`config.mk`:
```
export PLATFORM = sky130hd
export DESIGN_NAME = midi_track_event_parser_top_flat
export DESIGN_NICKNAME = d
export VERILOG_FILES = /design/src/design/mtep_pkg.sv /design/src/design/mtep_if.sv /design/src/design/midi_track_event_parser_top.sv /design/src/flat_wrapper.sv
export SDC_FILE = /design/constraint.sdc
export NUM_CORES = 1
export LEC_CHECK = 0
export BUFFER_PORTS_ARGS = -buffer_cell sky130_fd_sc_hd__buf_4
export CAP_MARGIN = 30
export CELL_PAD_IN_SITES_DETAIL_PLACEMENT = 0
export CELL_PAD_IN_SITES_GLOBAL_PLACEMENT = 1
export CORE_ASPECT_RATIO = 1.1
export CORE_MARGIN = 2
export CORE_UTILIZATION = 52
export DETAILED_ROUTE_END_ITERATION = 10
export PLACE_DENSITY = 0.89
export SLEW_MARGIN = 20
export SYNTH_ARGS = -nofsm -noshare
export SYNTH_HDL_FRONTEND = slang
export SYNTH_SLANG_ARGS = --single-unit
```
`constraint.sdc`:
```
create_clock -name clk -period 17.1 [get_ports clk]
set_clock_uncertainty 0.1 [all_clocks]
set_input_delay 2.565 -clock clk [delete_from_list [all_inputs] [get_ports clk]]
set_output_delay 2.565 -clock clk [all_outputs]
set_load 0.02 [all_outputs]
```
`src/design/mtep_pkg.sv`:
```
// Package for the MIDI track event parser: parse phases, event and error
// codes, byte constants and the meta length limit.
// No dependencies.
package mtep_pkg;

    localparam int MAX_META_LEN = 999;
    localparam int META_CNT_W   = $clog2(MAX_META_LEN + 1);

    typedef enum logic [2:0] {
        PH_HALT,
        PH_DELTA,
        PH_STATUS,
        PH_META_TYPE,
        PH_META_LEN,
        PH_META_DATA,
        PH_CH_D1,
        PH_CH_D2
    } phase_t;

    typedef enum logic [2:0] {
        EV_NOTE_OFF   = 3'd0,
        EV_NOTE_ON    = 3'd1,
        EV_TEMPO      = 3'd2,
        EV_TRACK_NAME = 3'd3,
        EV_END_TRACK  = 3'd4,
        EV_ERROR      = 3'd5
    } event_kind_t;

    typedef enum logic [2:0] {
        ERR_NONE        = 3'd0,
        ERR_BAD_STATUS  = 3'd1,
        ERR_CH_TYPE     = 3'd2,
        ERR_META_TYPE   = 3'd3,
        ERR_META_LONG   = 3'd4,
        ERR_TEMPO_LEN   = 3'd5
    } error_code_t;

    localparam logic [7:0] META_PREFIX   = 8'hFF;
    localparam logic [7:0] STATUS_CH_MAX = 8'hEF;
    localparam logic [7:0] STATUS_SYS    = 8'hF0;

    localparam logic [7:0] META_TRACK_NAME = 8'h03;
    localparam logic [7:0] META_MARKER     = 8'h06;
    localparam logic [7:0] META_END_TRACK  = 8'h2F;
    localparam logic [7:0] META_SET_TEMPO  = 8'h51;
    localparam logic [7:0] META_TIME_SIG   = 8'h58;

    localparam logic [3:0] CH_NOTE_OFF = 4'h8;
    localparam logic [3:0] CH_NOTE_ON  = 4'h9;
    localparam logic [3:0] CH_CTRL     = 4'hB;
    localparam logic [3:0] CH_PROGRAM  = 4'hC;
    localparam logic [3:0] CH_BEND     = 4'hE;

    function automatic logic ch_type_handled(input logic [3:0] t);
        return (t == CH_NOTE_OFF) || (t == CH_NOTE_ON) || (t == CH_CTRL) ||
               (t == CH_PROGRAM) || (t == CH_BEND);
    endfunction

endpackage

```
`src/design/mtep_if.sv`:
```
// Valid/ready channel interfaces of the MIDI track event parser:
// track byte channel and event channel. No dependencies.
interface mtep_byte_if;
    logic       valid;
    logic       ready;
    logic [7:0] data_byte;
    logic       new_track;
    logic [7:0] track_id;

    modport source (output valid, data_byte, new_track, track_id, input ready);
    modport sink   (input valid, data_byte, new_track, track_id, output ready);
endinterface

interface mtep_event_if;
    logic        valid;
    logic        ready;
    logic [2:0]  event_kind;
    logic [2:0]  error_code;
    logic [31:0] tick_time;
    logic [7:0]  track_number;
    logic [3:0]  channel;
    logic [7:0]  note_key;
    logic [7:0]  velocity;
    logic [23:0] tempo_us;

    modport source (output valid, event_kind, error_code, tick_time, track_number,
                    channel, note_key, velocity, tempo_us, input ready);
    modport sink   (input valid, event_kind, error_code, tick_time, track_number,
                    channel, note_key, velocity, tempo_us, output ready);
endinterface

```
`src/design/midi_track_event_parser_top.sv`:
```
// MIDI track event parser: one track byte per transfer, zero or one event out.
// Throughput: 1 byte per cycle, set by the combinational parse state update
// between the input and result registers, which hold the byte and the event;
// stalls only while an event waits at the output.
// Reset (rst_n, async, active low): parser halted until a byte with new_track.
// Depends on mtep_pkg and mtep_if.
module midi_track_event_parser_top
    import mtep_pkg::*;
(
    input  logic         clk,
    input  logic         rst_n,
    mtep_byte_if.sink    track_bytes,
    mtep_event_if.source events
);

    // input stage
    logic       in_valid_reg;
    logic [7:0] in_byte_reg;
    logic       in_new_reg;
    logic [7:0] in_id_reg;

    // parse state
    phase_t                phase_reg, phase_next;
    logic [31:0]           vlq_reg, vlq_next;
    logic [31:0]           tick_reg, tick_next;
    logic [7:0]            rs_reg, rs_next;
    logic [7:0]            track_reg, track_next;
    logic [7:0]            mkind_reg, mkind_next;
    logic [31:0]           mrem_reg, mrem_next;
    logic [META_CNT_W-1:0] mcnt_reg, mcnt_next;
    logic [23:0]           tempo_reg, tempo_next;
    logic [7:0]            fdb_reg, fdb_next;

    // result stage
    logic        out_valid_reg;
    event_kind_t out_kind_reg, res_kind;
    error_code_t out_code_reg, res_code;
    logic [31:0] out_tick_reg;
    logic [7:0]  out_track_reg;
    logic [3:0]  out_ch_reg, res_ch;
    logic [7:0]  out_key_reg, res_key;
    logic [7:0]  out_vel_reg, res_vel;
    logic [23:0] out_tempo_reg, res_tempo;
    logic        res_valid;

    logic advance;
    logic proc;
    logic finish;
    logic [7:0] b;

    assign advance = !out_valid_reg || events.ready;
    assign proc    = in_valid_reg && advance;
    assign track_bytes.ready = !in_valid_reg || advance;
    assign b = in_byte_reg;

    always_ff @(posedge clk or negedge rst_n)
    begin
        if (!rst_n)
        begin
            in_valid_reg <= 1'b0;
        end
        else if (track_bytes.ready)
        begin
            in_valid_reg <= track_bytes.valid;
        end
    end

    always_ff @(posedge clk)
    begin
        if (track_bytes.ready && track_bytes.valid)
        begin
            in_byte_reg <= track_bytes.data_byte;
            in_new_reg  <= track_bytes.new_track;
            in_id_reg   <= track_bytes.track_id;
        end
    end

    always_comb
    begin
        phase_next = phase_reg;
        vlq_next   = vlq_reg;
        tick_next  = tick_reg;
        rs_next    = rs_reg;
        track_next = track_reg;
        mkind_next = mkind_reg;
        mrem_next  = mrem_reg;
        mcnt_next  = mcnt_reg;
        tempo_next = tempo_reg;
        fdb_next   = fdb_reg;
        res_valid  = 1'b0;
        res_kind   = EV_ERROR;
        res_code   = ERR_NONE;
        res_ch     = '0;
        res_key    = '0;
        res_vel    = '0;
        res_tempo  = '0;
        finish     = 1'b0;

        if (in_new_reg)
        begin
            tick_next  = '0;
            vlq_next   = '0;
            mkind_next = '0;
            mrem_next  = '0;
            mcnt_next  = '0;
            tempo_next = '0;
            track_next = in_id_reg;
            phase_next = PH_DELTA;
        end

        case (phase_next)
            PH_DELTA:
            begin
                vlq_next = {vlq_next[24:0], b[6:0]};
                if (!b[7])
                begin
                    tick_next  = tick_next + vlq_next;
                    vlq_next   = '0;
                    phase_next = PH_STATUS;
                end
            end
            PH_STATUS:
            begin
                if (b[7])
                begin
                    if (b == META_PREFIX)
                    begin
                        rs_next    = '0;
                        phase_next = PH_META_TYPE;
                    end
                    else if (b >= STATUS_SYS)
                    begin
                        res_valid = 1'b1;
                        res_code  = ERR_BAD_STATUS;
                    end
                    else
                    begin
                        rs_next = b;
                        if (!ch_type_handled(b[7:4]))
                        begin
                            res_valid = 1'b1;
                            res_code  = ERR_CH_TYPE;
                        end
                        else
                        begin
                            phase_next = PH_CH_D1;
                        end
                    end
                end
                else if (!rs_next[7] || rs_next > STATUS_CH_MAX)
                begin
                    res_valid = 1'b1;
                    res_code  = ERR_BAD_STATUS;
                end
                else if (!ch_type_handled(rs_next[7:4]))
                begin
                    res_valid = 1'b1;
                    res_code  = ERR_CH_TYPE;
                end
                else
                begin
                    fdb_next   = b;
                    phase_next = (rs_next[7:4] == CH_PROGRAM) ? PH_DELTA : PH_CH_D2;
                end
            end
            PH_CH_D1:
            begin
                fdb_next   = b;
                phase_next = (rs_next[7:4] == CH_PROGRAM) ? PH_DELTA : PH_CH_D2;
            end
            PH_CH_D2:
            begin
                phase_next = PH_DELTA;
                if (rs_next[7:4] == CH_NOTE_OFF || rs_next[7:4] == CH_NOTE_ON)
                begin
                    res_valid = 1'b1;
                    res_kind  = (rs_next[7:4] == CH_NOTE_ON) ? EV_NOTE_ON : EV_NOTE_OFF;
                    res_ch    = rs_next[3:0];
                    res_key   = fdb_next;
                    res_vel   = b;
                end
            end
            PH_META_TYPE:
            begin
                mkind_next = b;
                vlq_next   = '0;
                phase_next = PH_META_LEN;
            end
            PH_META_LEN:
            begin
                vlq_next = {vlq_next[24:0], b[6:0]};
                if (!b[7])
                begin
                    mrem_next  = vlq_next;
                    vlq_next   = '0;
                    mcnt_next  = '0;
                    tempo_next = '0;
                    if (mrem_next == '0)
                    begin
                        finish = 1'b1;
                    end
                    else
                    begin
                        phase_next = PH_META_DATA;
                    end
                end
            end
            PH_META_DATA:
            begin
                if (mcnt_next >= META_CNT_W'(MAX_META_LEN))
                begin
                    res_valid = 1'b1;
                    res_code  = ERR_META_LONG;
                end
                else
                begin
                    if (mcnt_next < META_CNT_W'(3))
                    begin
                        tempo_next = {tempo_next[15:0], b};
                    end
                    mcnt_next = mcnt_next + 1'b1;
                    mrem_next = mrem_next - 32'd1;
                    finish    = (mrem_next == '0);
                end
            end
            default:
            begin
            end
        endcase

        if (finish)
        begin
            phase_next = PH_DELTA;
            case (mkind_next)
                META_SET_TEMPO:
                begin
                    res_valid = 1'b1;
                    if (mcnt_next != META_CNT_W'(3))
                    begin
                        res_code = ERR_TEMPO_LEN;
                    end
                    else
                    begin
                        res_kind  = EV_TEMPO;
                        res_tempo = tempo_next;
                    end
                end
                META_TRACK_NAME:
                begin
                    res_valid = 1'b1;
                    res_kind  = EV_TRACK_NAME;
                end
                META_END_TRACK:
                begin
                    res_valid  = 1'b1;
                    res_kind   = EV_END_TRACK;
                    phase_next = PH_HALT;
                end
                META_TIME_SIG, META_MARKER:
                begin
                end
                default:
                begin
                    res_valid = 1'b1;
                    res_code  = ERR_META_TYPE;
                end
            endcase
        end

        // every error halts until the next new track
        if (res_valid && res_kind == EV_ERROR)
        begin
            phase_next = PH_HALT;
        end
    end

    always_ff @(posedge clk or negedge rst_n)
    begin
        if (!rst_n)
        begin
            phase_reg <= PH_HALT;
            vlq_reg   <= '0;
            tick_reg  <= '0;
            rs_reg    <= '0;
            track_reg <= '0;
            mkind_reg <= '0;
            mrem_reg  <= '0;
            mcnt_reg  <= '0;
            tempo_reg <= '0;
            fdb_reg   <= '0;
        end
        else if (proc)
        begin
            phase_reg <= phase_next;
            vlq_reg   <= vlq_next;
            tick_reg  <= tick_next;
            rs_reg    <= rs_next;
            track_reg <= track_next;
            mkind_reg <= mkind_next;
            mrem_reg  <= mrem_next;
            mcnt_reg  <= mcnt_next;
            tempo_reg <= tempo_next;
            fdb_reg   <= fdb_next;
        end
    end

    always_ff @(posedge clk or negedge rst_n)
    begin
        if (!rst_n)
        begin
            out_valid_reg <= 1'b0;
        end
        else if (advance)
        begin
            out_valid_reg <= proc && res_valid;
        end
    end

    always_ff @(posedge clk)
    begin
        if (proc && res_valid)
        begin
            out_kind_reg  <= res_kind;
            out_code_reg  <= res_code;
            out_tick_reg  <= tick_next;
            out_track_reg <= track_next;
            out_ch_reg    <= res_ch;
            out_key_reg   <= res_key;
            out_vel_reg   <= res_vel;
            out_tempo_reg <= res_tempo;
        end
    end

    assign events.valid        = out_valid_reg;
    assign events.event_kind   = out_kind_reg;
    assign events.error_code   = out_code_reg;
    assign events.tick_time    = out_tick_reg;
    assign events.track_number = out_track_reg;
    assign events.channel      = out_ch_reg;
    assign events.note_key     = out_key_reg;
    assign events.velocity     = out_vel_reg;
    assign events.tempo_us     = out_tempo_reg;

`ifndef SYNTHESIS
    a_err_has_code: assert property (@(posedge clk) disable iff (!rst_n)
        out_valid_reg && out_kind_reg == EV_ERROR |-> out_code_reg != ERR_NONE)
        else $error("error event without error code");

    a_ok_no_code: assert property (@(posedge clk) disable iff (!rst_n)
        out_valid_reg && out_kind_reg != EV_ERROR |-> out_code_reg == ERR_NONE)
        else $error("non-error event carries error code");

    a_halt_after_err: assert property (@(posedge clk) disable iff (!rst_n)
        proc && res_valid && (res_kind == EV_ERROR || res_kind == EV_END_TRACK)
        |=> phase_reg == PH_HALT)
        else $error("parser not halted after error or end of track");

    a_meta_cnt_limit: assert property (@(posedge clk) disable iff (!rst_n)
        mcnt_reg <= META_CNT_W'(MAX_META_LEN))
        else $error("meta byte count past limit");
`endif

endmodule
```
`src/flat_wrapper.sv`:
```
// flat-port wrapper written by rule: the top's interface ports become plain ports
module midi_track_event_parser_top_flat import mtep_pkg::*;
  (clk, rst_n, track_bytes_valid, track_bytes_data_byte, track_bytes_new_track, track_bytes_track_id, track_bytes_ready, events_valid, events_event_kind, events_error_code, events_tick_time, events_track_number, events_channel, events_note_key, events_velocity, events_tempo_us, events_ready);
  mtep_byte_if track_bytes_i ();
  mtep_event_if events_i ();
  input  logic clk;
  input  logic rst_n;
  input wire logic [$bits(track_bytes_i.valid)-1:0] track_bytes_valid;
  input wire logic [$bits(track_bytes_i.data_byte)-1:0] track_bytes_data_byte;
  input wire logic [$bits(track_bytes_i.new_track)-1:0] track_bytes_new_track;
  input wire logic [$bits(track_bytes_i.track_id)-1:0] track_bytes_track_id;
  output wire logic [$bits(track_bytes_i.ready)-1:0] track_bytes_ready;
  output wire logic [$bits(events_i.valid)-1:0] events_valid;
  output wire logic [$bits(events_i.event_kind)-1:0] events_event_kind;
  output wire logic [$bits(events_i.error_code)-1:0] events_error_code;
  output wire logic [$bits(events_i.tick_time)-1:0] events_tick_time;
  output wire logic [$bits(events_i.track_number)-1:0] events_track_number;
  output wire logic [$bits(events_i.channel)-1:0] events_channel;
  output wire logic [$bits(events_i.note_key)-1:0] events_note_key;
  output wire logic [$bits(events_i.velocity)-1:0] events_velocity;
  output wire logic [$bits(events_i.tempo_us)-1:0] events_tempo_us;
  input wire logic [$bits(events_i.ready)-1:0] events_ready;
  assign track_bytes_i.valid = track_bytes_valid;
  assign track_bytes_i.data_byte = track_bytes_data_byte;
  assign track_bytes_i.new_track = track_bytes_new_track;
  assign track_bytes_i.track_id = track_bytes_track_id;
  assign track_bytes_ready = track_bytes_i.ready;
  assign events_valid = events_i.valid;
  assign events_event_kind = events_i.event_kind;
  assign events_error_code = events_i.error_code;
  assign events_tick_time = events_i.tick_time;
  assign events_track_number = events_i.track_number;
  assign events_channel = events_i.channel;
  assign events_note_key = events_i.note_key;
  assign events_velocity = events_i.velocity;
  assign events_tempo_us = events_i.tempo_us;
  assign events_i.ready = events_ready;
  midi_track_event_parser_top u_core (.clk(clk), .rst_n(rst_n), .track_bytes(track_bytes_i), .events(events_i));
endmodule
```
==> summary.md <==
| Metric | Value |
|---|---|
| Simple-gate share of the synthesized area | `0.202` |
| Starting Density | `0.526` |
| Mapped Cells | `1620` |
| Clock buffer depth | `3` |
| Vias in the first global route | `12300` |
| EDFF count, synth | `107` |
| Cell Area, Synth | `15500 um2` |
| CP arrival | `6.21 ns` |
| Initial detailed-routing violation count | `1214` |
| Primary FF master, synth | `dfrtp_1` |
| Setup violators final | `0` |
| Status | `completed` |
| Adder-cell share of the synthesized area | `0.0287` |
| Worst path required time | `17.19 ns` |
| Drt drc | `0` |
| Slew @ Worst Pin | `0.977 ns` |
| Dpl cells | `2015` |
| Startpoint types | `flip-flop` |
| Ant. Diodes | `0` |
| # port buffers | `112` |
| Yosys reg bits | `267` |
| Multiplexer area fraction after synthesis | `0.0387` |
| Worst Hold Class | `reg2reg` |
| Die H | `185 um` |
| Critical path type | `reg2reg` |
| Largest family of logic cells by synthesized area | `compound AO/OA/AOI/OAI gates` |
| Core outline area | `29500 um2` |
| VDD IR max | `0.0960 mV` |
| Num Clock Sinks | `267` |
| Async SR Flop Fraction | `0.599` |
| Syn Area/Cell | `9.58 um2` |
| # H-tree levels | `1` |
| Critical Path End Type | `flip-flop` |
| Syn_nets | `1676` |
| Die area | `31200 um2` |
| Remaining Overflow, GRT | `0` |
| Antenna Nets Post-Route | `0` |
| Post-route minimum period | `6.12 ns` |
| Setup TNS | `0 ns` |
| Metal1 wirelength | `19100 um` |
| Initial antenna violation count | `0` |
| Fin cells | `2074` |
| Vias per cell | `6.24` |
| Setup bufs post-CTS | `0` |
| Post-synthesis sequential area ratio | `0.465` |
| Fin. max-slew vios | `0` |
| Place WS | `10.97 ns` |
| Clock transition at path regs | `0.07 ns` |
| Placed inst area | `16500 um2` |
| Layout area overhead | `13.1%` |
| Met3 WL | `2660 um` |
| Met2 WL post-DR | `19900 um` |
| Hold Crit Start | `u_core.tick_reg[1]$_DFFE_PN0P_` |
| Routed WL | `42800 um` |
| Row count | `66` |
| Final period util | `0.358` |
| CTS tree | `built` |
| Worst Setup SP | `u_core.in_new_reg$_DFFE_PP_` |
| Aggregate global-route resource usage | `0.272` |
| Final core utilization | `0.596` |
| Hold Vio Cnt, Final | `0` |
| GPL Wtd Cong | `0.952` |
| FF-to-FF Start | `u_core.in_new_reg$_DFFE_PP_` |
| Post-route cell area | `17600 um2` |
| TritonCTS Buffers | `29` |
| XOR/XNOR Fraction of Synth Area | `0.0198` |
| Share of cells above drive strength 1 | `0.169` |
| Power per standard cell area | `116 nW/um2` |
| Largest net degree at the start of global routing | `158` |
| Yosys cell types | `89` |
| Post-synthesis compound-gate area fraction | `0.209` |
| Die width | `169 um` |
| Clk_lat worst skew | `0.58 ns` |
| HPWL Detailed | `28500 um` |
| RSZ-0062 raised after global routing | `no` |
| PnR worst setup slack | `10.98 ns` |
| Max Cap Viol | `0` |
| Drt first pass iters | `5` |
| Maximum fanout along the worst path | `157` |
| F_max | `0.163 GHz` |
| Post_cts resized | `0` |
| Drt wl/cell | `20.6 um` |
| First-pass GRT wire length | `68000 um` |
| Root buffer cell | `clkbuf_16` |
| Final #Nets | `1733` |
| Relative slew slack | `0.349` |
| Post-CTS Hold Buffers | `0` |
| Via total after detailed routing | `12900` |
| Top sig layer | `met4` |
| Yosys Warn Count | `0` |
| # IOs | `113` |
| Static leakage power | `7.19 nW` |
path summary, 6_finish.rpt:
check / end / slack (ns) / depth (start not counted)
min: u_core.tick_reg[1]$_DFFE_PN0P_ / 0.37 / 2
min in group asynchronous: u_core.track_reg[4]$_DFFE_PN0P_ / 1.78 / 1
max reg2reg: u_core.events.tick_time[28]$_DFFE_PP_ / 10.98 / 15
max in group asynchronous: u_core.vlq_reg[23]$_DFFE_PN0P_ / 14.20 / 3
max: u_core.events.tick_time[28]$_DFFE_PP_ / 10.98 / 15
min reg2reg: u_core.tick_reg[1]$_DFFE_PN0P_ / 0.37 / 2
metal layers:
layer | vias up | global-route usage
li1 | 6112 | -
met1 | 6294 | 0.380
met2 | 461 | 0.441
met3 | 81 | 0.0391
met4 | 0 | 0.0824
met5 | - | 0
Yosys cell counts, types with 18 or more instances:
library cell / n / area, um2
nand4_1: 22 / 138
mux2_2: 48 / 541
edfxtp_1: 107 / 3210
nor2_2: 20 / 125
and2_1: 30 / 188
xnor2_1: 21 / 184
nand2_1: 215 / 807
clkbuf_1: 83 / 312
a22oi_1: 34 / 255
ha_1: 34 / 425
nor2b_1: 72 / 450
o21ai_0: 154 / 771
a22o_1: 39 / 342
nor4_1: 18 / 113
nor3_1: 23 / 115
a21oi_1: 103 / 515
nand3_1: 29 / 145
nor2_1: 80 / 300
inv_1: 19 / 71.3
dfrtp_1: 160 / 4000
cells in the final DEF, fill, tap and decap left out, types with 22 or more instances in the layout:
master	instances
a22o_1	39
buf_4	127
nand4_1	22
o21ai_0	154
mux2_2	48
nor3_1	23
edfxtp_1	107
clkbuf_16	29
and2_1	29
ha_1	34
a22oi_1	34
nor2_1	79
nand3_1	29
nand2_1	214
a21oi_1	102
dfrtp_1	160
nor2b_1	72
area by class of cell:
cell class,count,area (um2)
flip-flops and latches,267,7220
repair buffers,137,1110
multi-input cells,1223,7750
clock inverters,21,190
inverters,19,72.6
fillers,2501,11900
clock buffers,33,751
well taps,374,468
kinds of logic after synthesis:
group,count (synthesis)
fa+ha+maj,35
xor+xnor,35
buf+inv,130
compound gates,495
simple gates,604
flops,267
mux,54
stage by stage:
stage | total power, mW | hold WS (ns)
2_1_floorplan | 1.25 | 0.338
3_3_place_gp | 1.41 | 0.349
3_5_place_dp | 1.42 | 0.354
4_1_cts | 2.04 | 0.369
5_1_grt | 2.15 | 0.387
6_report | 2.05 | 0.368
critical path, stage by stage (launching register included):
cell and delay (ns):
edfxtp_1 0.38, buf_12 0.44, inv_1 0.10, buf_4 0.34
nand2_1 0.20, ha_1 0.40, or4b_4 0.54, a2111o_1 0.42
a32oi_1 0.27, or4b_1 0.49, nor4b_2 0.32, nand4_1 0.18
nand2_1 0.13, nand2_1 0.10, clkinv_2 0.49, buf_4 0.65
power breakdown:
group | total [mW] | internal, mW | switching [mW] | leakage (nW)
sequential | 0.820 | 0.739 | 0.0803 | 3.18
combinational | 0.601 | 0.231 | 0.370 | 3.54
clock | 0.625 | 0.349 | 0.275 | 0.469
total | 2.05 | 1.32 | 0.726 | 7.19
Power figures use the tool's default switching activity.
